`config.mk`:
```
export PLATFORM = sky130hd
export DESIGN_NAME = random_tile_subset_mask_flat
export DESIGN_NICKNAME = d
export VERILOG_FILES = /design/src/hdl/rtsm_pkg.sv /design/src/hdl/rtsm_in_if.sv /design/src/hdl/rtsm_out_if.sv /design/src/hdl/rtsm_ctrl.sv /design/src/hdl/rtsm_dpath.sv /design/src/hdl/random_tile_subset_mask.sv /design/src/flat_wrapper.sv
export SDC_FILE = /design/constraint.sdc
export NUM_CORES = 1
export LEC_CHECK = 0
export CAP_MARGIN = 20
export CORE_UTILIZATION = 40
export DETAILED_ROUTE_END_ITERATION = 10
export DONT_BUFFER_PORTS = 1
export HOLD_SLACK_MARGIN = 0.03
export PLACE_DENSITY_LB_ADDON = 0.05
export SLEW_MARGIN = 0
export SYNTH_ARGS = -nofsm -noshare
export SYNTH_HDL_FRONTEND = slang
export SYNTH_SLANG_ARGS = --single-unit
```
`constraint.sdc`:
```
create_clock -name i_clk -period 11.3 [get_ports i_clk]
set_clock_uncertainty 0.1 [all_clocks]
set_input_delay 0.565 -clock i_clk [delete_from_list [all_inputs] [get_ports i_clk]]
set_output_delay 0.565 -clock i_clk [all_outputs]
set_load 0.02 [all_outputs]
```
`src/hdl/rtsm_pkg.sv`:
```
`default_nettype none
// ----------------------------------------------------------------------------
// rtsm_pkg
// Types and constants shared by the random tile subset mask block.
// ----------------------------------------------------------------------------
package rtsm_pkg;

    localparam int SAMPLE_W  = 8;
    localparam int TILE_W    = 5;
    localparam int PROD_W    = 15;               // 255*107+7 = 27292 < 2**15
    localparam int DIV_STEPS = PROD_W;           // one quotient bit per cycle
    localparam int CNT_W     = 4;                // counts 0 .. DIV_STEPS

    localparam logic [PROD_W-1:0] PICK_MUL   = 15'd107;
    localparam logic [PROD_W-1:0] PICK_ADD   = 15'd7;
    localparam logic [TILE_W-1:0] RESET_FREE = 5'd12;

    // controller to datapath
    typedef struct packed {
        logic load;     // capture sample product, clear remainder
        logic step;     // one restoring-division step
        logic update;   // draw the tile, shift the deck, load the output beat
    } t_dp_cmd;

    // datapath to controller
    typedef struct packed {
        logic out_busy; // output register holds a beat that is not taken this cycle
    } t_dp_sts;

endpackage
`default_nettype wire

```
`src/hdl/rtsm_in_if.sv`:
```
`default_nettype none
// ----------------------------------------------------------------------------
// rtsm_in_if
// Sample channel: one random byte per beat.
// ----------------------------------------------------------------------------
interface rtsm_in_if;
    logic                           valid;
    logic                           ready;
    logic [rtsm_pkg::SAMPLE_W-1:0]  random_byte;

    modport source (output valid, output random_byte, input ready);
    modport sink   (input valid, input random_byte, output ready);
endinterface
`default_nettype wire

```
`src/hdl/rtsm_out_if.sv`:
```
`default_nettype none
// ----------------------------------------------------------------------------
// rtsm_out_if
// Draw channel: tile drawn, running mask and end-of-set flag per beat.
// ----------------------------------------------------------------------------
interface rtsm_out_if #(
    parameter int TILES = 25
);
    logic                         valid;
    logic                         ready;
    logic [rtsm_pkg::TILE_W-1:0]  tile;
    logic [TILES-1:0]             mask;
    logic                         last;

    modport source (output valid, output tile, output mask, output last, input ready);
    modport sink   (input valid, input tile, input mask, input last, output ready);
endinterface
`default_nettype wire

```
`src/hdl/rtsm_ctrl.sv`:
```
`default_nettype none
// ----------------------------------------------------------------------------
// rtsm_ctrl
// Sequencer: accept a sample, run the division steps, issue the update.
// ----------------------------------------------------------------------------
module rtsm_ctrl (
    input  wire logic              i_clk,
    input  wire logic              i_rst_n,
    input  wire logic              i_in_valid,
    output logic                   o_in_ready,
    input  wire rtsm_pkg::t_dp_sts i_sts,
    output rtsm_pkg::t_dp_cmd      o_cmd
);

    localparam logic [1:0] S_IDLE = 2'd0;
    localparam logic [1:0] S_DIV  = 2'd1;
    localparam logic [1:0] S_UPD  = 2'd2;

    localparam logic [rtsm_pkg::CNT_W-1:0] CNT_LAST =
        rtsm_pkg::CNT_W'(rtsm_pkg::DIV_STEPS - 1);

    logic [1:0]                  r_state, n_state;
    logic [rtsm_pkg::CNT_W-1:0]  r_cnt, n_cnt;

    always_comb begin
        n_state      = r_state;
        n_cnt        = r_cnt;
        o_in_ready   = 1'b0;
        o_cmd        = '0;
        case (r_state)
            S_IDLE: begin
                o_in_ready = 1'b1;
                if (i_in_valid) begin
                    o_cmd.load = 1'b1;
                    n_cnt      = '0;
                    n_state    = S_DIV;
                end
            end
            S_DIV: begin
                o_cmd.step = 1'b1;
                n_cnt      = r_cnt + 1'b1;
                if (r_cnt == CNT_LAST) begin
                    n_state = S_UPD;
                end
            end
            S_UPD: begin
                // hold until the output register can take the beat
                if (!i_sts.out_busy) begin
                    o_cmd.update = 1'b1;
                    n_state      = S_IDLE;
                end
            end
            default: begin
                n_state = S_IDLE;
            end
        endcase
    end

    always_ff @(posedge i_clk) begin
        if (!i_rst_n) begin
            r_state <= S_IDLE;
            r_cnt   <= '0;
        end else begin
            r_state <= n_state;
            r_cnt   <= n_cnt;
        end
    end

endmodule
`default_nettype wire

```
`src/hdl/rtsm_dpath.sv`:
```
`default_nettype none
// ----------------------------------------------------------------------------
// rtsm_dpath
// Deck, mask, draw counter, serial modulo unit and output register.
// ----------------------------------------------------------------------------
module rtsm_dpath #(
    parameter int TILES = 25,
    parameter int DRAWS = 4
) (
    input  wire logic                          i_clk,
    input  wire logic                          i_rst_n,
    input  wire rtsm_pkg::t_dp_cmd             i_cmd,
    output rtsm_pkg::t_dp_sts                  o_sts,
    input  wire logic                          i_cfg_we,
    input  wire logic [rtsm_pkg::TILE_W-1:0]   i_cfg_data,
    input  wire logic [rtsm_pkg::SAMPLE_W-1:0] i_random_byte,
    input  wire logic                          i_out_ready,
    output logic                               o_out_valid,
    output logic [rtsm_pkg::TILE_W-1:0]        o_tile,
    output logic [TILES-1:0]                   o_mask,
    output logic                               o_last
);

    localparam int DECK  = TILES - 1;
    localparam int IDX_W = $clog2(DECK);
    localparam int DW    = $clog2(DRAWS + 1);
    localparam int TW    = rtsm_pkg::TILE_W;
    localparam int PW    = rtsm_pkg::PROD_W;

    logic [TW-1:0]    r_free;
    logic [TW-1:0]    r_deck [DECK];
    logic [TW-1:0]    r_remaining;
    logic [TILES-1:0] r_mask;
    logic [DW-1:0]    r_draws;
    logic [PW-1:0]    r_prod;
    logic [TW-1:0]    r_rem;
    logic             r_out_valid;
    logic [TW-1:0]    r_out_tile;
    logic [TILES-1:0] r_out_mask;
    logic             r_out_last;

    logic [TW-1:0]    w_fill_src;
    logic [TW-1:0]    w_fill_deck [DECK];
    logic [TILES-1:0] w_fill_mask;
    logic [TW:0]      w_trial;
    logic [TW:0]      w_div;
    logic             w_empty;
    logic [TW-1:0]    w_pick;
    logic [TILES-1:0] w_pick_mask;
    logic [TILES-1:0] w_new_mask;
    logic             w_last;

    // rebuild source: reset value, freshly written value, or current free cell
    always_comb begin
        if (!i_rst_n) begin
            w_fill_src = rtsm_pkg::RESET_FREE;
        end else if (i_cfg_we) begin
            w_fill_src = i_cfg_data;
        end else begin
            w_fill_src = r_free;
        end
    end

    // tiles in order, free cell skipped; all entries built in parallel
    always_comb begin
        for (int n = 0; n < DECK; n++) begin
            w_fill_deck[n] = (TW'(n) >= w_fill_src) ? TW'(n + 1) : TW'(n);
        end
        for (int i = 0; i < TILES; i++) begin
            w_fill_mask[i] = (w_fill_src == TW'(i));
        end
    end

    // restoring modulo step
    assign w_div   = {1'b0, r_remaining};
    assign w_trial = {r_rem, r_prod[PW-1]};

    assign w_empty = (r_remaining == '0);
    assign w_pick  = w_empty ? '0 : r_deck[r_rem[IDX_W-1:0]];

    always_comb begin
        for (int i = 0; i < TILES; i++) begin
            w_pick_mask[i] = (w_pick == TW'(i));
        end
    end

    assign w_new_mask = w_empty ? r_mask : (r_mask | w_pick_mask);
    assign w_last     = ((DW + 1)'(r_draws) + 1'b1) >= (DW + 1)'(DRAWS);

    always_ff @(posedge i_clk) begin
        if (!i_rst_n) begin
            r_free      <= rtsm_pkg::RESET_FREE;
            r_remaining <= TW'(DECK);
            r_mask      <= w_fill_mask;
            r_draws     <= '0;
            r_out_valid <= 1'b0;
            for (int n = 0; n < DECK; n++) begin
                r_deck[n] <= w_fill_deck[n];
            end
        end else begin
            // a beat taken with no new one loaded empties the register
            if (i_out_ready && !(i_cmd.update && !i_cfg_we)) begin
                r_out_valid <= 1'b0;
            end

            if (i_cfg_we) begin
                r_free      <= i_cfg_data;
                r_remaining <= TW'(DECK);
                r_mask      <= w_fill_mask;
                r_draws     <= '0;
                for (int n = 0; n < DECK; n++) begin
                    r_deck[n] <= w_fill_deck[n];
                end
            end else if (i_cmd.update) begin
                r_out_valid <= 1'b1;
                r_out_tile  <= w_pick;
                r_out_mask  <= w_new_mask;
                r_out_last  <= w_last;
                if (w_last) begin
                    r_remaining <= TW'(DECK);
                    r_mask      <= w_fill_mask;
                    r_draws     <= '0;
                    for (int n = 0; n < DECK; n++) begin
                        r_deck[n] <= w_fill_deck[n];
                    end
                end else begin
                    r_mask  <= w_new_mask;
                    r_draws <= r_draws + 1'b1;
                    if (!w_empty) begin
                        r_remaining <= r_remaining - 1'b1;
                        // close the gap: every entry at or above the pick moves down
                        for (int k = 0; k < DECK - 1; k++) begin
                            if (TW'(k) >= r_rem) begin
                                r_deck[k] <= r_deck[k + 1];
                            end
                        end
                    end
                end
            end
        end
    end

    // sample product and serial remainder
    always_ff @(posedge i_clk) begin
        if (i_cmd.load) begin
            r_prod <= PW'({{(PW - rtsm_pkg::SAMPLE_W){1'b0}}, i_random_byte}
                          * rtsm_pkg::PICK_MUL + rtsm_pkg::PICK_ADD);
            r_rem  <= '0;
        end else if (i_cmd.step) begin
            r_prod <= {r_prod[PW-2:0], 1'b0};
            if (w_trial >= w_div) begin
                r_rem <= TW'(w_trial - w_div);
            end else begin
                r_rem <= w_trial[TW-1:0];
            end
        end
    end

    assign o_sts.out_busy = r_out_valid && !i_out_ready;
    assign o_out_valid    = r_out_valid;
    assign o_tile         = r_out_tile;
    assign o_mask         = r_out_mask;
    assign o_last         = r_out_last;

`ifndef SYNTHESIS
    // remainder stays below the divisor through the division
    a_rem_bound: assert property (@(posedge i_clk) disable iff (!i_rst_n)
        $past(i_rst_n) && $past(i_cmd.step) && (r_remaining != '0) |-> r_rem < r_remaining)
        else $error("modulo remainder not below deck count");

    // a draw inside a set shrinks the deck by exactly one
    a_deck_shrink: assert property (@(posedge i_clk) disable iff (!i_rst_n)
        i_cmd.update && !w_last && !w_empty && !i_cfg_we
        |=> r_remaining == $past(r_remaining) - 1'b1)
        else $error("deck count did not drop by one on a draw");

    // the free cell stays set in the running mask
    a_free_kept: assert property (@(posedge i_clk) disable iff (!i_rst_n)
        $past(i_rst_n) |-> (r_mask & w_fill_mask) == w_fill_mask || i_cfg_we)
        else $error("free cell missing from running mask");
`endif

endmodule
`default_nettype wire

```
`src/hdl/random_tile_subset_mask.sv`:
```
`default_nettype none
// ----------------------------------------------------------------------------
// random_tile_subset_mask
// Draws DRAWS distinct tiles out of TILES without replacement, one per sample.
// ----------------------------------------------------------------------------
// Flow: the sample beat is accepted, the 15-bit serial modulo then runs one
//   bit per cycle, and an update step loads the result beat.
// A new sample is taken only after the update of the last one; the serial
//   modulo unit sets the pace, and the update waits while a beat is not taken.
// Reset: synchronous, active low; free cell back to 12, deck and mask rebuilt
//   in the same cycle, no clearing pass.
// ----------------------------------------------------------------------------
module random_tile_subset_mask #(
    parameter int TILES = 25,   // 9 .. 32
    parameter int DRAWS = 4     // 1 .. 24
) (
    input  wire logic                        i_clk,
    input  wire logic                        i_rst_n,
    rtsm_in_if.sink                          i_smp,
    rtsm_out_if.source                       o_drw,
    input  wire logic                        i_cfg_we,
    input  wire logic [rtsm_pkg::TILE_W-1:0] i_cfg_data
);

    // Command/status pair between the sequencer and the datapath.
    rtsm_pkg::t_dp_cmd w_cmd;
    rtsm_pkg::t_dp_sts w_sts;

    // Sequencer: takes a sample beat only when idle, walks the modulo
    // steps, then waits for room in the output register before the update.
    rtsm_ctrl u_ctrl (
        .i_clk      (i_clk),
        .i_rst_n    (i_rst_n),
        .i_in_valid (i_smp.valid),
        .o_in_ready (i_smp.ready),
        .i_sts      (w_sts),
        .o_cmd      (w_cmd)
    );

    // Datapath: deck of free tiles, running mask, draw counter, the
    // (sample*107+7) mod remaining unit and the output beat register.
    // A free-cell write rebuilds the whole set at once.
    rtsm_dpath #(
        .TILES (TILES),
        .DRAWS (DRAWS)
    ) u_dpath (
        .i_clk         (i_clk),
        .i_rst_n       (i_rst_n),
        .i_cmd         (w_cmd),
        .o_sts         (w_sts),
        .i_cfg_we      (i_cfg_we),
        .i_cfg_data    (i_cfg_data),
        .i_random_byte (i_smp.random_byte),
        .i_out_ready   (o_drw.ready),
        .o_out_valid   (o_drw.valid),
        .o_tile        (o_drw.tile),
        .o_mask        (o_drw.mask),
        .o_last        (o_drw.last)
    );

endmodule
`default_nettype wire
```
`src/flat_wrapper.sv`:
```
// flat-port wrapper written by rule: the top's interface ports become plain ports
module random_tile_subset_mask_flat 
#(
    parameter int TILES = 25,             
    parameter int DRAWS = 4               
)
  (i_clk, i_rst_n, i_cfg_we, i_cfg_data, i_smp_valid, i_smp_random_byte, i_smp_ready, o_drw_valid, o_drw_tile, o_drw_mask, o_drw_last, o_drw_ready);
  rtsm_in_if i_smp_i ();
  rtsm_out_if #(.TILES(TILES)) o_drw_i ();
  input  wire logic i_clk;
  input  wire logic i_rst_n;
  input  wire logic i_cfg_we;
  input  wire logic [rtsm_pkg::TILE_W-1:0] i_cfg_data;
  input wire logic [$bits(i_smp_i.valid)-1:0] i_smp_valid;
  input wire logic [$bits(i_smp_i.random_byte)-1:0] i_smp_random_byte;
  output wire logic [$bits(i_smp_i.ready)-1:0] i_smp_ready;
  output wire logic [$bits(o_drw_i.valid)-1:0] o_drw_valid;
  output wire logic [$bits(o_drw_i.tile)-1:0] o_drw_tile;
  output wire logic [$bits(o_drw_i.mask)-1:0] o_drw_mask;
  output wire logic [$bits(o_drw_i.last)-1:0] o_drw_last;
  input wire logic [$bits(o_drw_i.ready)-1:0] o_drw_ready;
  assign i_smp_i.valid = i_smp_valid;
  assign i_smp_i.random_byte = i_smp_random_byte;
  assign i_smp_ready = i_smp_i.ready;
  assign o_drw_valid = o_drw_i.valid;
  assign o_drw_tile = o_drw_i.tile;
  assign o_drw_mask = o_drw_i.mask;
  assign o_drw_last = o_drw_i.last;
  assign o_drw_i.ready = o_drw_ready;
  random_tile_subset_mask #(.TILES(TILES), .DRAWS(DRAWS)) u_core (.i_clk(i_clk), .i_rst_n(i_rst_n), .i_smp(i_smp_i), .o_drw(o_drw_i), .i_cfg_we(i_cfg_we), .i_cfg_data(i_cfg_data));
endmodule
```
==> summary.txt, run 1 <==
Worst hold path
  – Depth of the worst hold-timing path: 1
  – Hold Crit Start: i_rst_n
  – Worst Hold Class: in -> reg
  – Hold endpoint: u_core.u_ctrl.r_state[1]

Routing
  – 1st-pass router iterations: 5
  – Post-DR vias/cell: 5.60
  – WL final: 31400 um
  – DR vias: 8040
  – 1st-iter DRT viols: 596
  – Post-route DRC: 0
  – WL/cell: 21.9 um
  – Final ANT Viol Nets: 0

STA
  – Final Critical Period: 4130 ps
  – Pins over their slew limit: 0
  – # setup viols final: 0
  – Final period utilization: 36.5%
  – Slew margin rel.: 23.3%
  – RSZ-0062 raised after global routing: false
  – Final Hold Viols: 0
  – Peak Freq: 242 MHz
  – Aggregate negative setup slack: 0 ps
  – Worst-Margin Slew: 1140 ps

Setup path
  – WP data arrival: 4270 ps
  – Kind of critical path: in -> reg
  – RR Endpoint: u_core.u_dpath.r_mask[21]
  – Critical Path RT: 11450 ps
  – Critical Path Fanout Max: 5
  – Setup crit end kind: flip-flop
  – Flop2flop setup slack: 7740 ps
  – Startpoint Class: input port
  – Slowest-stage cell, CP: o311ai_0
  – Worst Setup SP: i_smp_random_byte[1]
  – Reg2Reg Depth: 6
  – Crit path top cell by count: inv_1
  – Max incr delay on CP: 550 ps
  – CP cell instances: ha_1, inv_1, fa_1, inv_1, fa_1, inv_1, fa_1, inv_1, ha_1, or2_2, o311ai_0, a31oi_1, xnor2_1, o21ai_0

Logic synthesis
  – Seq/Total Area, Yosys: 51.3%
  – Synth cell types: 65
  – Ranking of synthesized cells by area: edfxtp_1 46%, ha_1 6.1%, dfxtp_1 5.1%, mux2i_1 3.2%, nand2_1 2.9%
  – Synth Flop Type: edfxtp_1
  – Synth Net Count: 1132
  – Synth top area share: 46.1%
  – Yosys reg bits: 210
  – Post-synth top cells: 180 x edfxtp_1, 90 x nand2_1, 67 x inv_1
  – Syn_area_per_cell: 11.3 um^2
  – Synth warn: 0
  – Post-Syn Instances: 1041
  – Top cell type by total area after synthesis: edfxtp_1
  – Most common cell in the netlist: edfxtp_1
  – EDFF count, synth: 180
  – Async S/R FF share, synth: 0%
  – Area of the mapped netlist: 0.0117 mm^2

GRT
  – Vias in the first global route: 8098
  – Gr ovfl total: 0
  – Antenna violations before repair: 1
  – Total track usage: 21.4%
  – First-pass GRT wire length: 49000 um
  – Largest net degree at the start of global routing: 38

Finish
  – Finished Core Util: 44.7%
  – Layout cell share with drive strength beyond 1: 9.99%
  – Fin area: 0.0129 mm^2
  – Area growth syn-to-layout: 9.77%
  – Post-Layout Cell Count: 1436
  – Nets: 1124

Clock network
  – Total CTS buffers: 25
  – CTS tree: done
  – Setup repair bufs after CTS: 0
  – Clk slew on worst S/H paths: 60 ps
  – Htree depth: 1
  – Hold-fix buffers, CTS: 0
  – Sink Count: 210
  – Root Buffer: clkbuf_16
  – Post-CTS sizing: 0
  – Clk buf depth: 3
  – Clock Latency Late Sink: 520 ps

Power
  – Worst VDD drop: 0.0935 mV
  – PD cells: 180 mW/mm^2
  – Static leakage: 0.00487 uW

Floorplanning
  – Initial Util: 40.7%
  – Core area: 0.0288 mm^2
  – Io pins: 51
  – DIE WIDTH: 173 um
  – Area of the die: 0.0300 mm^2
  – Die extent in y: 173 um
  – # rows: 62

Place
  – Placement-stage cell area: 0.0121 mm^2
  – IO buf count: 0
  – Final HPWL DP: 23100 um
  – GPL Wtd Cong: 0.885
  – Dpl cells: 1390

Flow run
  – Max_cap viols: 0

Status
  – Outcome: complete, no violations
==> kinds of logic (layout without fill, tap and decap cells) <==
logic type	Yosys count	after routing	synth area share [%]
DFF	210	210	51.3
xor gates and xnor gates	17	17	1.27
other	0	1	0
muxes	59	59	6.33
AOI/OAI and AO/OA	226	226	13.6
adders and majority gates	73	73	8.82
and+or+nand+nor	340	340	14.6
buffers and inverters	116	126	4.08
==> flip-flops by register name, indices dropped and copies added, names as in the netlist, named ones only <==
register / cells
u_core.u_dpath.r_draws: 3
u_core.u_dpath.o_tile: 5
u_core.u_dpath.o_last: 1
u_core.u_ctrl.r_state: 2
u_core.u_dpath.r_prod: 15
u_core.u_dpath.r_deck: 109
u_core.u_dpath.o_mask: 25
u_core.u_dpath.r_rem: 5
u_core.u_ctrl.r_cnt: 4
u_core.u_dpath.r_mask: 25
u_core.u_dpath.r_free: 5
u_core.u_dpath.r_remaining: 5
u_core.u_dpath.o_out_valid: 1
==> routing by layer <==
layer	global-route usage, %	wire, um	share of wire, %	vias to the layer above
li1	-	-	-	3830
met4	6.05	699	2.2	0
met3	3.25	1890	6.0	43
met1	31.5	14900	47	3925
met5	0	0	0	-
met2	32.7	13900	44	242
==> layout make-up <==
cell class	count	area (um^2)
fillers	2718	15900
flip-flops and latches	210	6010
multi-input cells	715	5250
clock buffers	40	722
well taps	384	480
inverters	69	259
repair buffers	12	110
clock inverters	5	28.8
diodes	1	2.50
==> stage by stage <==
step	hold WS (ps)	worst slack, ps	power, uW
2_1_floorplan	352	6900	1410
3_3_place_gp	377	6670	1580
3_5_place_dp	381	6600	1580
4_1_cts	66.1	7170	2320
5_1_grt	69.5	6890	2430
6_report	90.5	7170	2310
==> worst max-delay path, delay by kind of cell <==
family          cells  cell delay (ps)
fa+ha+maj           5             2160
compound gates      3              810
buf+inv             4              250
xor+xnor            1              160
simple gates        1              320
==> where the power goes <==
group	leakage, uW	internal, uW	switching (uW)
logic	0.00254	218	375
registers	0.00197	920	49.6
clock network	0.000360	435	311
==> layout by cell type, fill, tap and decap left out, types with 8 or more instances in the layout <==
cell,Yosys,final
o31ai_1,20,20
buf_4,3,11
a22oi_1,21,21
o21a_1,10,10
dfxtp_1,30,30
o31ai_2,8,8
a211oi_1,9,9
o21ai_0,46,46
mux2_2,11,11
a21oi_1,27,27
and3_1,29,29
fa_1,16,16
nor2b_1,10,10
nand2_1,90,90
a31o_2,8,8
nand3_1,26,26
or3_1,12,12
a21o_1,15,15
mux2i_1,37,37
inv_1,67,67
xnor2_1,10,10
clkbuf_1,34,11
nor2_1,65,63
clkbuf_16,0,25
or2_2,15,15
o21bai_1,23,23
and2_1,32,32
nor3_1,20,20
ha_1,57,57
edfxtp_1,180,180
mux4_2,11,11
nand2b_1,19,19
==> worst max-delay path by stage <==
stage,depth (start not counted),end
3_5_place_dp,14,u_core.u_dpath.r_prod[14]
3_3_place_gp,14,u_core.u_dpath.r_prod[14]
4_1_cts,14,u_core.u_dpath.r_prod[14]
6_report,14,u_core.u_dpath.r_prod[14]
5_1_grt,14,u_core.u_dpath.r_prod[12]
2_1_floorplan,15,u_core.u_dpath.r_prod[11]
Power figures use the tool's default switching activity.
==> run 2: changes to the inputs <==
clock period = 3.45 ns   (was 11.3 ns; I/O delays follow)
==> run 2 against run 1 <==
  * Count of clock-buffer cells in the layout down 10
  * Worst setup slack worse by 7000 ps
  * Flip-flop and latch count unchanged
  * Utilization rose by 1.4 points
  * Global-route usage rose by 0.40 points
  * First-iteration DRC count is 2.3% lower
  * Largest power group unchanged
==> summary.txt, run 2 (same netlist as run 1, synthesis figures left out) <==
Setup path
  – Setup crit end kind: flip-flop
  – Startpoint Class: flip-flop
  – Max incr delay on CP: 810 ps (+260 ps)
  – Flop2flop setup slack: 160 ps (-7580 ps)
  – Critical Path RT: 3690 ps (-7760 ps)
  – CP Capture Point: u_core.u_dpath.r_mask[22]
  – Critical Path Fanout Max: 13 (+8)
  – RR Endpoint: u_core.u_dpath.r_mask[22]
  – Slowest-stage cell, CP: dfxtp_1
  – WP data arrival: 3530 ps (-740 ps)
  – CP cell instances: buf_4, mux2i_1, a22o_1, a311o_1, o211a_1, inv_1, nand3_1, o31ai_1
  – Reg2Reg Depth: 8 (+2)
  – Kind of critical path: reg -> reg

Finish
  – Fin area: 0.0133 mm^2 (+3.2%)
  – Leading cell types in the layout, fill and taps excluded: 180 x edfxtp_1, 90 x nand2_1, 64 x inv_1
  – Antenna Cells: 0 (-1)
  – Commonest non-fill, non-tap cell in the layout: edfxtp_1
  – Layout cell share with drive strength beyond 1: 14.1% (+4.1 points)
  – Register with the highest flop count: u_core.u_dpath.r_deck
  – Fillers: 2704 (-0.52%)
  – Largest register FFs: 109 (unchanged)
  – Area growth syn-to-layout: 13.3%
  – Post-Layout Cell Count: 1479 (+3.0%)
  – Nets: 1170 (+4.1%)

Floorplanning
  – Die extent in y: 173 um (unchanged)
  – Io pins: 51 (unchanged)
  – Initial Util: 40.7% (unchanged)
  – # rows: 62 (unchanged)
  – Core area: 0.0288 mm^2 (unchanged)
  – Area of the die: 0.0300 mm^2 (unchanged)
  – DIE WIDTH: 173 um (unchanged)

Routing
  – DR vias: 8183 (+1.8%)
  – Post-DR vias/cell: 5.53 (-1.2%)
  – 1st-pass router iterations: 6 (+1)
  – WL final: 32000 um (+1.9%)
  – 1st-iter DRT viols: 582 (-2.3%)
  – Post-route DRC: 0 (unchanged)
  – Final ANT Viol Nets: 0 (unchanged)
  – WL/cell: 21.6 um (-1.0%)

Power
  – Worst VDD drop: 0.380 mV (+310%)
  – Static leakage: 0.00511 uW (+4.9%)
  – Overall power: 7750 uW (+240%)
  – PD cells: 584 mW/mm^2 (+230%)

STA
  – Final Critical Period: 3290 ps
  – Pins over their slew limit: 0 (unchanged)
  – RSZ-0062 raised after global routing: false
  – Worst-Margin Slew: 853 ps (-286 ps)
  – Aggregate negative setup slack: 0 ps (unchanged)
  – Slew margin rel.: 42.7% (+19 points)
  – # setup viols final: 0 (unchanged)
  – Final period utilization: 95.4%
  – Final Hold Viols: 0 (unchanged)
  – Peak Freq: 304 MHz

GRT
  – Vias in the first global route: 8377 (+3.4%)
  – Total track usage: 21.8% (+0.40 points)
  – Gr ovfl total: 0 (unchanged)
  – First-pass GRT wire length: 50100 um (+2.2%)
  – Largest net degree at the start of global routing: 37 (-2.6%)
  – Antenna violations before repair: 0 (-1)

Clock network
  – Root Buffer: clkbuf_16
  – Clock Latency Late Sink: 520 ps (about the same)
  – Clk buf depth: 3 (unchanged)
  – Setup repair bufs after CTS: 0 (unchanged)
  – Sink Count: 210 (unchanged)
  – Htree depth: 1 (unchanged)
  – Total CTS buffers: 24 (-4.0%)
  – CTS tree: done
  – Clk slew on worst S/H paths: 60 ps (about the same)

Place
  – Final HPWL DP: 24100 um (+4.2%)
  – GPL Wtd Cong: 0.843 (-4.8%)
  – Dpl cells: 1431 (+2.9%)
  – IO buf count: 0 (unchanged)
  – Placement-stage cell area: 0.0125 mm^2 (+3.1%)

Status
  – Outcome: complete, no violations

Flow run
  – Max_cap viols: 0 (unchanged)

Worst hold path
  – Worst Hold Class: in -> reg
run 2: cell types whose count changed in the layout (fill, tap and decap cells not counted), moves of 4 or more:
cell / before / now
buf_4: 11 / 50
dlygate4sd3_1: 0 / 6
clkbuf_1: 11 / 4
ha_4: 0 / 4
clkinv_2: 2 / 7
ha_1: 57 / 53
run 2: how the worst min path moves through the flow:
stage	startpoint	endpoint	slack (ps)	cells past startpoint
final	i_rst_n	u_core.u_dpath.r_deck[17][1]	80	4
after global routing	i_rst_n	u_core.u_dpath.r_deck[20][0]	90	4
after CTS	i_rst_n	u_core.u_dpath.r_deck[17][1]	40	4
after detailed placement	i_rst_n	u_core.u_ctrl.r_state[1]	200	1
after global placement	i_rst_n	u_core.u_ctrl.r_state[1]	200	1
after floorplan	i_smp_random_byte[0]	u_core.u_dpath.r_prod[0]	260	1
run 2: where the power goes:
group / switching [uW] / internal (uW)
clock network: 1030 / 1410
logic: 1280 / 866
registers: 153 / 3010
run 2: routing by layer:
metal	wire (um)	vias up	track usage, %	part of all wire (%)
li1	-	3928	-	-
met1	15200	4009	31.5	48
met2	14300	198	34.0	45
met3	1590	48	3.50	5.0
met4	883	0	5.94	2.8
met5	0	-	0	0
run 2: timing repair:
item,in CTS,in global routing
resized for setup,0,0
hold buffers,6,0
hold endpoints to repair,15,0
run 2: cell type report:
cell class                      count  area (um^2)  area share [%]
Timing Repair Buffer               59          495            3.73
Tap cell                          384          480            3.62
Sequential cell                   210         6010            45.2
Multi-Input combinational cell    715         5300            39.9
Clock buffer                       30          654            4.93
Inverter                           69          259            1.95
Clock inverter                     12         83.8           0.631
run 2: metrics by stage:
step	util [%]	hold slack [ps]	setup slack, ps
2_1_floorplan	-	258	-72.7
3_3_place_gp	43.4	203	-194
3_5_place_dp	43.4	203	-205
4_1_cts	46.1	43.8	215
5_1_grt	46.1	86.2	25.6
6_report	46.1	77.0	160
run 2: critical path, delay by kind of cell (launching register included):
kind | cells | cell delay, ps
DFF | 1 | 810
AOI/OAI and AO/OA | 4 | 1260
and+or+nand+nor | 1 | 420
muxes | 1 | 80
buffers and inverters | 2 | 430
